File: src/hw/rtl/nta_pkg.sv
package nta_pkg;

  localparam int VALUE_WIDTH_DEF = 32;
  localparam int MAX_DIGITS      = 10;
  localparam int HEX_DIGITS      = 8;

  // divide by ten: q = (x * 0xCCCCCCCD) >> 35, exact for any 32-bit x
  localparam logic [31:0] DIV10_RECIP = 32'hCCCC_CCCD;
  localparam int          DIV10_SHIFT = 35;
  localparam int          QUOT_W      = 64 - DIV10_SHIFT;

  localparam logic [1:0] CMD_DEC = 2'd0;
  localparam logic [1:0] CMD_HEX = 2'd1;
  localparam logic [1:0] CMD_PCT = 2'd2;

  localparam logic [6:0] CH_ZERO    = 7'h30;
  localparam logic [6:0] CH_X       = 7'h78;
  localparam logic [6:0] CH_DOT     = 7'h2E;
  localparam logic [6:0] CH_PERCENT = 7'h25;
  localparam logic [6:0] CH_A       = 7'h41;

  typedef struct packed {
    logic [1:0]  command;
    logic [31:0] value;
  } in_beat_t;

  typedef struct packed {
    logic [6:0] character;
    logic       last;
  } out_beat_t;

  // what the character selector needs from the sequencer
  typedef struct packed {
    logic [1:0] mode;
    logic [3:0] pos;
    logic [3:0] ndig;
  } emit_ctl_t;

endpackage

File: src/hw/rtl/number_to_ascii_formatter_core.sv
// channel | beat fields          | handshake
// in      | command[1:0], value  | in_valid / in_ready
// out     | character[6:0], last | out_valid / out_ready
//
// Decimal/percent: each decimal digit takes a multiply and a remainder step on
// the shared divide-by-ten multiplier, then one character per cycle unless
// out_ready stalls. Hex: 10 characters. Command 3 is taken and dropped.
// in_ready is high only while idle; the last character may still sit in the
// output register then. A stalled out_ready freezes character emission.
// Reset (rst_n low, synchronous) clears the sequencer and output valid.
module number_to_ascii_formatter_core #(
  parameter int VALUE_WIDTH = nta_pkg::VALUE_WIDTH_DEF
) (
  input  logic               clk,
  input  logic               rst_n,
  input  logic               in_valid,
  output logic               in_ready,
  input  nta_pkg::in_beat_t  in_data,
  output logic               out_valid,
  input  logic               out_ready,
  output nta_pkg::out_beat_t out_data
);
  import nta_pkg::*;

  localparam logic [1:0] ST_IDLE = 2'd0;
  localparam logic [1:0] ST_MUL  = 2'd1;
  localparam logic [1:0] ST_REM  = 2'd2;
  localparam logic [1:0] ST_EMIT = 2'd3;

  logic [1:0]                  state_r, state_nxt;
  logic [1:0]                  mode_r, mode_nxt;
  logic [3:0]                  pos_r, pos_nxt;
  logic [3:0]                  ndig_r, ndig_nxt;
  logic [VALUE_WIDTH-1:0]      val_r, val_nxt;
  logic [MAX_DIGITS-1:0][3:0]  dig_r, dig_nxt;
  logic                        out_valid_r, out_valid_nxt;
  out_beat_t                   out_data_r, out_data_nxt;

  logic [VALUE_WIDTH-1:0]      in_val;
  logic [QUOT_W-1:0]           quot;
  logic [3:0]                  rem;
  logic                        div_load;
  emit_ctl_t                   ctl;
  out_beat_t                   beat;
  logic                        slot_free;

  nta_div10 u_div10 (
    .clk       (clk),
    .load      (div_load),
    .dividend  (32'(val_r)),
    .quotient  (quot),
    .remainder (rem)
  );

  assign ctl.mode = mode_r;
  assign ctl.pos  = pos_r;
  assign ctl.ndig = ndig_r;

  nta_charsel #(.VALUE_WIDTH(VALUE_WIDTH)) u_charsel (
    .ctl    (ctl),
    .digits (dig_r),
    .value  (val_r),
    .beat   (beat)
  );

  assign in_val    = in_data.value[VALUE_WIDTH-1:0];
  assign in_ready  = (state_r == ST_IDLE);
  assign div_load  = (state_r == ST_MUL);
  assign slot_free = !out_valid_r || out_ready;

  always_comb begin
    state_nxt     = state_r;
    mode_nxt      = mode_r;
    pos_nxt       = pos_r;
    ndig_nxt      = ndig_r;
    val_nxt       = val_r;
    dig_nxt       = dig_r;
    out_data_nxt  = out_data_r;
    out_valid_nxt = out_valid_r && !out_ready;
    case (state_r)
      ST_IDLE: begin
        if (in_valid) begin
          val_nxt  = in_val;
          pos_nxt  = '0;
          ndig_nxt = '0;
          dig_nxt  = '0;
          // zero in percent mode prints a bare '0'
          mode_nxt = (in_data.command == CMD_PCT && in_val == '0) ? CMD_DEC
                                                                  : in_data.command;
          if (in_data.command == CMD_HEX) begin
            state_nxt = ST_EMIT;
          end else if (in_data.command == CMD_DEC || in_data.command == CMD_PCT) begin
            state_nxt = ST_MUL;
          end
        end
      end
      ST_MUL: begin
        state_nxt = ST_REM;
      end
      ST_REM: begin
        dig_nxt[ndig_r] = rem;
        ndig_nxt        = ndig_r + 4'd1;
        val_nxt         = VALUE_WIDTH'(quot);
        if (quot == '0) begin
          state_nxt = ST_EMIT;
          // one-digit percent pads to ".0d"
          if (mode_r == CMD_PCT && ndig_r == 4'd0) begin
            ndig_nxt = 4'd2;
          end
        end else begin
          state_nxt = ST_MUL;
        end
      end
      ST_EMIT: begin
        if (slot_free) begin
          out_valid_nxt = 1'b1;
          out_data_nxt  = beat;
          pos_nxt       = pos_r + 4'd1;
          if (beat.last) begin
            state_nxt = ST_IDLE;
          end
        end
      end
      default: begin
        state_nxt = ST_IDLE;
      end
    endcase
  end

  always_ff @(posedge clk) begin
    if (!rst_n) begin
      state_r     <= ST_IDLE;
      out_valid_r <= 1'b0;
    end else begin
      state_r     <= state_nxt;
      out_valid_r <= out_valid_nxt;
    end
  end

  always_ff @(posedge clk) begin
    mode_r     <= mode_nxt;
    pos_r      <= pos_nxt;
    ndig_r     <= ndig_nxt;
    val_r      <= val_nxt;
    dig_r      <= dig_nxt;
    out_data_r <= out_data_nxt;
  end

  assign out_valid = out_valid_r;
  assign out_data  = out_data_r;

endmodule

File: src/hw/rtl/nta_div10.sv
module nta_div10 (
  input  logic                      clk,
  input  logic                      load,
  input  logic [31:0]               dividend,
  output logic [nta_pkg::QUOT_W-1:0] quotient,
  output logic [3:0]                remainder
);
  import nta_pkg::*;

  logic [QUOT_W-1:0] q_r;
  logic [63:0]       prod;
  logic [31:0]       diff;

  assign prod = 64'(dividend) * 64'(DIV10_RECIP);

  always_ff @(posedge clk) begin
    if (load) begin
      q_r <= QUOT_W'(prod >> DIV10_SHIFT);
    end
  end

  // dividend is held by the caller until the remainder is taken
  assign diff      = dividend - (32'(q_r) << 3) - (32'(q_r) << 1);
  assign quotient  = q_r;
  assign remainder = diff[3:0];

endmodule

File: src/hw/rtl/nta_charsel.sv
module nta_charsel #(
  parameter int VALUE_WIDTH = nta_pkg::VALUE_WIDTH_DEF
) (
  input  nta_pkg::emit_ctl_t                        ctl,
  input  logic [nta_pkg::MAX_DIGITS-1:0][3:0]       digits,
  input  logic [VALUE_WIDTH-1:0]                    value,
  output nta_pkg::out_beat_t                        beat
);
  import nta_pkg::*;

  logic [31:0] val32;
  logic [2:0]  nib_idx;
  logic [3:0]  nib;
  logic [6:0]  hex_ch;
  logic [3:0]  msb_pos;
  logic [3:0]  dig_idx;
  logic [3:0]  dig;

  assign val32   = 32'(value);
  assign nib_idx = 3'(4'd9 - ctl.pos);
  assign nib     = val32[4*nib_idx +: 4];
  assign hex_ch  = (nib > 4'd9) ? (CH_A + 7'(nib - 4'd10)) : (CH_ZERO + 7'(nib));

  // digits are stored least significant first
  always_comb begin
    msb_pos = ctl.pos;
    if (ctl.mode == CMD_PCT && ctl.pos > ctl.ndig - 4'd2) begin
      msb_pos = ctl.pos - 4'd1;
    end
    dig_idx = ctl.ndig - 4'd1 - msb_pos;
    dig     = digits[dig_idx];
  end

  always_comb begin
    beat.character = CH_ZERO + 7'(dig);
    beat.last      = 1'b0;
    case (ctl.mode)
      CMD_HEX: begin
        if (ctl.pos == 4'd0) begin
          beat.character = CH_ZERO;
        end else if (ctl.pos == 4'd1) begin
          beat.character = CH_X;
        end else begin
          beat.character = hex_ch;
        end
        beat.last = (ctl.pos == 4'(HEX_DIGITS + 1));
      end
      CMD_PCT: begin
        if (ctl.pos == ctl.ndig + 4'd1) begin
          beat.character = CH_PERCENT;
          beat.last      = 1'b1;
        end else if (ctl.pos == ctl.ndig - 4'd2) begin
          beat.character = CH_DOT;
        end
      end
      default: begin
        beat.last = (ctl.pos == ctl.ndig - 4'd1);
      end
    endcase
  end

endmodule

File: config.mk
export PLATFORM = sky130hd
export DESIGN_NAME = number_to_ascii_formatter_core
export DESIGN_NICKNAME = d
export VERILOG_FILES = /design/src/hw/rtl/nta_pkg.sv /design/src/hw/rtl/number_to_ascii_formatter_core.sv /design/src/hw/rtl/nta_div10.sv /design/src/hw/rtl/nta_charsel.sv
export SDC_FILE = /design/constraint.sdc
export NUM_CORES = 1
export LEC_CHECK = 0
export BUFFER_PORTS_ARGS = -buffer_cell sky130_fd_sc_hd__buf_4
export CAP_MARGIN = 0
export CORE_UTILIZATION = 50
export CTS_BUF_LIST = sky130_fd_sc_hd__clkbuf_16
export CTS_CLUSTER_DIAMETER = 100
export DETAILED_ROUTE_END_ITERATION = 8
export PLACE_DENSITY = 0.75
export SKIP_LAST_GASP = 1
export SYNTH_ARGS = -nofsm -noshare
export SYNTH_HDL_FRONTEND = slang
export SYNTH_HIERARCHICAL = 1
export SYNTH_SLANG_ARGS = --single-unit
File: constraint.sdc
create_clock -name clk -period 6.5 [get_ports clk]
set_input_delay 0.975 -clock clk [delete_from_list [all_inputs] [get_ports clk]]
set_output_delay 0.975 -clock clk [all_outputs]
set_load 0.02 [all_outputs]
==> results of run 1 <==
synthesized netlist by cell type, types with 8 or more instances:
master / n / area share (%)
inv_1: 535 / 8.6
fa_1: 387 / 33
ha_1: 377 / 20
edfxtp_1: 119 / 15
nand2_1: 105 / 1.7
a21oi_1: 95 / 2.0
xor2_1: 61 / 2.3
nor2_1: 43 / 0.69
xnor2_1: 41 / 1.5
nand3_1: 38 / 0.81
a21o_1: 30 / 0.96
o21ai_0: 29 / 0.62
mux2_4: 28 / 1.8
mux2i_1: 25 / 1.1
nor4_1: 17 / 0.45
and2_1: 16 / 0.43
nand4_1: 15 / 0.40
clkbuf_1: 14 / 0.22
mux4_2: 12 / 1.2
nor2b_1: 11 / 0.29
nor3_1: 11 / 0.24
buf_6: 10 / 0.48
a31oi_1: 9 / 0.24
mux2_2: 9 / 0.43
buf_2: 8 / 0.17
through the flow:
stage | TNS [ps] | worst slack, ps
3_5_place_dp | -18760 | -907
5_1_grt | -16240 | -781
3_3_place_gp | -17300 | -898
6_report | -11510 | -591
4_1_cts | -7890 | -486
2_1_floorplan | -1130 | -223
registers in the layout, indices dropped and copies added, names as in the netlist:
signal / cells
dig_r: 40
val_r: 32
out_valid: 1
ndig_r: 4
pos_r: 4
state_r: 2
out_data: 8
mode_r: 2
u_div10/quotient: 29
how the worst max path moves through the flow:
stage	startpoint	end	slack [ps]	depth (start not counted)
2_1_floorplan	val_r[10]	u_div10/quotient[28]	-220	23
3_3_place_gp	val_r[14]	u_div10/quotient[28]	-900	24
3_5_place_dp	val_r[14]	u_div10/quotient[19]	-910	27
4_1_cts	val_r[20]	u_div10/quotient[23]	-490	27
5_1_grt	val_r[20]	u_div10/quotient[23]	-780	27
6_report	val_r[20]	u_div10/quotient[23]	-590	27
cell families after synthesis:
kind of cell | Yosys count
and+or+nand+nor | 292
adders and majority gates | 764
buffers and inverters | 575
DFF | 122
muxes | 79
AOI/OAI and AO/OA | 229
xor gates and xnor gates | 104
repair_timing:
action / 4_1_cts / 5_1_grt
hold buffers: 0 / 0
hold endpoints to repair: 0 / 0
setup buffers: 51 / 15
cloned: 0 / 0
pin swaps: 131 / 34
setup endpoints to repair: 29 / 29
gates resized for setup: 194 / 40
per-layer routing:
| layer | routed length (µm) | vias up | global-route usage [%] | part of all wire, % |
|---|---|---|---|---|
| li1 | - | 7844 | - | - |
| met2 | 35800 | 840 | 53.6 | 48 |
| met3 | 5320 | 228 | 5.92 | 7.1 |
| met4 | 4880 | 0 | 17.3 | 6.5 |
| met1 | 29200 | 8917 | 40.4 | 39 |
| met5 | 0 | - | 0 | 0 |
layout make-up:
class	instances	area, µm²
Tap cell	600	751
Timing Repair Buffer	436	3410
Clock buffer	17	425
Clock inverter	15	174
Sequential cell	122	3630
Multi-Input combinational cell	1468	18800
Fill cell	3494	16600
Inverter	535	2020
==> flow_metrics.tcl, run 1 <==
set metrics [dict create \
    routedWlPerCell_um 23.5 \
    core_area_um2 45800 \
    rows 78 \
    drt-total-wl_mm 75.2 \
    path_clk_slew_ps 60 \
    critPathMaxFanout 3 \
    syn-mean-instance-area_um2 10.8 \
    cp_top_family "adder cells" \
    final_cell_mix "510 x inv_1, 404 x buf_4, 373 x fa_1" \
    synth_edf_count 119 \
    rrSetupSlack_ps -590 \
    layout_setup_ws_ps -591 \
    rsz0062_at_grt "yes" \
    routabilityCongestion 0.998 \
    routed_via_density 5.58 \
    drive_gt1_share_pct 27.8 \
    die_w_um 218 \
    firstDrtPassIters 7 \
    yosys.area_share.simple_pct 6.39 \
    grt_overflow 0 \
    tightest_slew_ps 1210 \
    whs_path_depth 1 \
    path_buf_inv 8 \
    synth_mux_area_share_pct 4.94 \
    ys_warn_count 6 \
    slowest_stage "fa_2" \
    slew_violations 0 \
    grt_pass1_vias 19300 \
    status "complete, but fails checks" \
    numCtsBuffers 17 \
    final_area_um2 29200 \
    syn_inst 2165 \
    route.detailed.drc 0 \
    ys_seq_area_share_pct 15.5 \
    num_antenna_cells 0 \
    synthFlopType "edfxtp_1" \
    hold_start "u_div10/quotient[7]" \
    synthAdderAreaFrac_pct 53.2 \
    cts.htree.levels 4 \
    synth_area_um2 23400 \
    r2r_end "u_div10/quotient[23]" \
    setup_viol 29 \
    crit_path_max_incr_delay_ps 590 \
    synth_top_family_by_area "adder cells" \
    layout_min_cycle_time_ps 7090 \
    final_common_cell "inv_1" \
    final_cells 3193 \
    placed_cell_area_um2 27000 \
    fmax_ghz 0.141 \
    grt_antenna_before_repair 1 \
    critPathLaunchType "flop" \
    synth_cell_types 89 \
    clock_path_buffers 2 \
    postRouteAntennaNets 0 \
    synth_fp_nets 2967 \
    area_growth_pct 24.7 \
    io_buffers 47 \
    dpl.hpwl_mm 62.8 \
    boundaryPins 48 \
    grt_start_max_net_pins 79 \
    hp-class "flop to flop" \
    num_vias 17800 \
    timing.rr.start "val_r[20]" \
    rr_worst_depth 27 \
    start_util_pct 51.1 \
    fin_crit_sh_pct 109 \
    die_h_um 218 \
    min_to "val_r[7]" \
    grt_use_total_pct 32.5 \
    hold_violations 0 \
    synthArstFlopShare_pct 0 \
    final_util_pct 63.8 \
    synth_compound_area_share_pct 6.30 \
    cap_violations 0 \
    clk_latency_ps 450 \
    synth_xor_area_share_pct 4.00 \
    drt_iter0_drc 1531 \
    die_area_um2 47700 \
    fin_nets 3382 \
    grt_pass1_wl_mm 113 \
    cts_tree "done" \
    cp.required_ps 6770 \
    critPathCaptureType "flop" \
    place_inst 3102 \
    fin_worst_skew_ps 9.84 \
    clkSinkCount 122 \
    ys_ff_latch 122 \
    arrival_ps 7370 \
    slew_headroom_pct 19.4 \
    crit_top_cell "fa_1" \
    whs_ps 593 \
    cts-root-buf "clkbuf_16" \
    crit_type "flop to flop" \
    violations "negative setup slack" \
]
Power of run 1 is not shown: default switching activity piles up to over one toggle a cycle in this logic, so the estimate is an artifact.
==> inputs of run 2 (changes only) <==
Clock period 6.5 ns to 5.8 ns, I/O delays scaled along.
==> flow_metrics.tcl, run 2 (synthesis gave the netlist of run 1 again) <==
set metrics [dict create \
    status "complete, but fails checks" \
    violations "negative setup slack" \
    r2r_end "u_div10/quotient[28]" \
    die_w_um 218 \
    cts-root-buf "clkbuf_16" \
    drt-total-wl_mm 75.2 \
    die_h_um 218 \
    holdBufCountCts 0 \
    top_register "dig_r" \
    grt_pass1_wl_mm 112 \
    grt_overflow 0 \
    layout_min_cycle_time_ps 7070 \
    postRouteAntennaNets 0 \
    drt_iter0_drc 1521 \
    core_area_um2 45800 \
    layout_setup_ws_ps -1270 \
    worstSetupEndpoint "u_div10/quotient[28]" \
    use_met3_pct 7.96 \
    crit_path_start "val_r[15]" \
    final_cell_mix "503 x inv_1, 434 x buf_4, 372 x fa_1" \
    hold_violations 0 \
    routabilityCongestion 1.05 \
    rrSetupSlack_ps -1270 \
    die_area_um2 47700 \
    clk_latency_ps 430 \
    grt_util_met2_pct 51.7 \
    start_util_pct 51.1 \
    route.detailed.drc 0 \
    cap_violations 0 \
    num_vias 18200 \
    critPathCaptureType "flop" \
    firstDrtPassIters 5 \
    tightest_slew_ps 1160 \
    path_clk_slew_ps 60 \
    crit_type "flop to flop" \
    fin_nets 3423 \
    cts_tree "done" \
    met1_usage_pct 39.3 \
    fin_crit_sh_pct 122 \
    setup_viol 29 \
    area_growth_pct 26.9 \
    slew_violations 0 \
    boundaryPins 48 \
    grt_use_total_pct 32.0 \
    hp-class "flop to flop" \
    cts.htree.levels 4 \
    slew_headroom_pct 22.7 \
    clkSinkCount 122 \
    final_common_cell "inv_1" \
    routedWlPerCell_um 23.3 \
    cp.required_ps 5970 \
    fin_worst_skew_ps 7.88 \
    fmax_ghz 0.141 \
    rows 78 \
    clock_path_buffers 2 \
    routed_via_density 5.62 \
    rr_worst_depth 24 \
    dpl.hpwl_mm 62.7 \
    rsz0062_at_grt "yes" \
    fill_cells 3315 \
    numCtsBuffers 17 \
    drive_gt1_share_pct 29.9 \
    io_buffers 47 \
    grt_start_max_net_pins 79 \
    critPathMaxFanout 3 \
    largest_reg_flops 40 \
    grt_pass1_vias 19600 \
    grt-busiest-layer "met2" \
    arrival_ps 7240 \
    critPathLaunchType "flop" \
    grt_antenna_before_repair 4 \
    whs_ps 573 \
    timing.rr.start "val_r[15]" \
]
==> run 2: worst min-delay path by stage <==
stage | startpoint | endpoint | slack (ps) | cells after the start
after floorplan | u_div10/quotient[18] | val_r[18] | 550 | 1
after global placement | out_valid | out_valid | 540 | 2
after detailed placement | out_valid | out_valid | 550 | 2
after CTS | out_valid | out_valid | 570 | 2
after global routing | u_div10/quotient[6] | val_r[6] | 620 | 1
final | out_valid | out_valid | 570 | 2
==> run 2: cell type report <==
cell class | instances | area (µm²) | area share, %
multi-input cells | 1468 | 18900 | 63.6
repair buffers | 477 | 3780 | 12.7
flip-flops and latches | 122 | 3630 | 12.2
inverters | 535 | 2020 | 6.79
well taps | 600 | 751 | 2.53
clock buffers | 17 | 425 | 1.43
clock inverters | 15 | 198 | 0.665
diodes | 1 | 2.50 | 0.00842
==> run 2: repair_timing <==
action	in CTS	in global routing
endpoints found under the setup margin	29	29
pin swaps	87	85
cloned	0	0
setup buffers	47	33
gates resized for setup	109	119
endpoints found under the hold margin	0	0
==> run 2: critical path, stage by stage, from the launching register on <==
cell and delay, ps:
edfxtp_1 470, buf_6 160, ha_4 280, inv_4 40, fa_1 480, inv_1 80, fa_1 540, inv_2 60
fa_1 520, inv_2 40, fa_1 490, fa_1 510, fa_1 540, fa_1 460, ha_4 310, nand2_4 60
nor4_4 340, o2111ai_2 190, a2111oi_4 360, o21ai_4 170, nand4_4 140, nand2_4 70, o2111ai_4 250, a21oi_2 90
xnor2_1 130
==> run 2: stage by stage <==
stage          instances  cell area (µm²)  setup slack, ps  TNS [ps]  utilization [%]
3_5_place_dp        3139            27600            -1440    -33000             60.2
3_3_place_gp        3139            27600            -1440    -32200             60.2
2_1_floorplan       2165            23900             -923    -14660                -
4_1_cts             3206            29000            -1140    -27060             63.3
5_1_grt             3234            29700            -1390    -33720             64.9
6_report            3235            29700            -1270    -30420             64.9
==> run 2: layer usage <==
layer / up-vias / part of all wire (%)
li1: 7922 / -
met1: 9172 / 38
met2: 822 / 47
met3: 254 / 8.3
met4: 4 / 6.6
met5: - / 0.035
Power of run 2 is left out for the same reason.
==> inputs of run 3 (changes only) <==
Settings changed: CORE_MARGIN set to 2, CORE_UTILIZATION 50 to 45, PLACE_DENSITY 0.75 to 0.7.
==> flow_metrics.tcl, run 3 (synthesis gave the netlist of run 1 again) <==
set metrics [dict create \
    clkSinkCount 122 \
    fmax_ghz 0.142 \
    top_register "dig_r" \
    cap_violations 0 \
    critPathLaunchType "flop" \
    crit_path_start "val_r[20]" \
    critPathCaptureType "flop" \
    core_area_um2 51400 \
    firstDrtPassIters 5 \
    violations "negative setup slack" \
    die_area_um2 53900 \
    cp.required_ps 5980 \
    area_growth_pct 26.8 \
    rows 83 \
    grt_pass1_vias 19500 \
    crit_path_max_incr_delay_ps 540 \
    hold_start "out_valid" \
    dpl.hpwl_mm 63.1 \
    holdBufCountCts 0 \
    routabilityCongestion 1.02 \
    final_area_um2 29700 \
    grt_start_max_net_pins 79 \
    final_common_cell "inv_1" \
    clock_path_buffers 2 \
    final_util_pct 57.7 \
    path_clk_slew_ps 60 \
    critPathMaxFanout 3 \
    fin_crit_sh_pct 121 \
    slew_violations 0 \
    postRouteAntennaNets 0 \
    cts-root-buf "clkbuf_16" \
    io_buffers 47 \
    setup_tns_ps -30380 \
    crit_top_cell "fa_1" \
    setup_viol 29 \
    grt_use_total_pct 28.2 \
    status "complete, but fails checks" \
    hold_violations 0 \
    preCtsSetupSlack_ps -1900 \
    largest_reg_flops 40 \
    slew_headroom_pct 16.6 \
    route.detailed.drc 0 \
    tightest_slew_ps 1240 \
    arrival_ps 7220 \
    timing.rr.start "val_r[20]" \
    grt_pass1_wl_mm 113 \
    die_h_um 232 \
    drt_iter0_drc 1192 \
    layout_setup_ws_ps -1240 \
    fin_nets 3410 \
    hp-class "flop to flop" \
    boundaryPins 48 \
    numCtsBuffers 17 \
    slowest_stage "edfxtp_1" \
    num_vias 17700 \
    routed_via_density 5.35 \
    drt-total-wl_mm 73.4 \
    crit_type "flop to flop" \
    die_w_um 232 \
    final_cell_mix "518 x inv_1, 416 x buf_4, 379 x fa_1" \
    clk_latency_ps 430 \
    layout_min_cycle_time_ps 7040 \
    rsz0062_at_grt "yes" \
    placed_cell_area_um2 27700 \
    grt_overflow 0 \
    drive_gt1_share_pct 28.7 \
    cts.htree.levels 4 \
    fin_worst_skew_ps 9.81 \
    cts_tree "done" \
    grt_antenna_before_repair 3 \
    cp_top_family "adder cells" \
    path_buf_inv 9 \
    routedWlPerCell_um 22.2 \
    start_util_pct 45.5 \
]
-- run 3: cell types whose count changed in the layout (fill, tap and decap cells not counted), moves of 7 or more --
cell | previous run | this run
buf_4 | 434 | 416
fa_1 | 372 | 379
fa_2 | 15 | 8
inv_1 | 503 | 518
inv_2 | 29 | 19
-- run 3: routing by layer --
layer / global-route usage (%) / routed length (µm) / up-vias
li1: - / - / 7911
met1: 37.2 / 30400 / 8973
met2: 46.7 / 34700 / 617
met3: 4.16 / 4710 / 161
met4: 11.7 / 3570 / 2
met5: 0 / 10 / -
-- run 3: worst min-delay path, stage by stage (launching register included) --
cell and delay [ps]:
dfxtp_1 320, nand2b_1 110, a21boi_0 90
-- run 3: area by class of cell --
type | count | area (µm²)
fillers | 4210 | 21700
multi-input cells | 1468 | 18900
repair buffers | 464 | 3700
flip-flops and latches | 122 | 3630
inverters | 535 | 2010
well taps | 680 | 851
clock buffers | 17 | 425
clock inverters | 15 | 161
diodes | 1 | 2.50
-- run 3: metrics by stage --
| stage | hold slack [ps] | std cells |
|---|---|---|
| 2_1_floorplan | 552 | 2165 |
| 3_3_place_gp | 544 | 3224 |
| 3_5_place_dp | 560 | 3224 |
| 4_1_cts | 575 | 3277 |
| 5_1_grt | 606 | 3301 |
| 6_report | 564 | 3302 |
-- run 3: worst paths after layout --
kind,to,slack (ps),cells after the start
worst min-delay path,out_valid,560,2
worst min register to register,out_valid,560,2
worst max-delay path,u_div10/quotient[26],-1240,27
worst max register to register,u_div10/quotient[26],-1240,27
-- run 3: repair_timing --
action,in CTS,in global routing
endpoints found under the setup margin,29,29
resized for setup,101,109
buffers inserted,28,26
pin swaps,68,81
Power of run 3 is left out for the same reason.
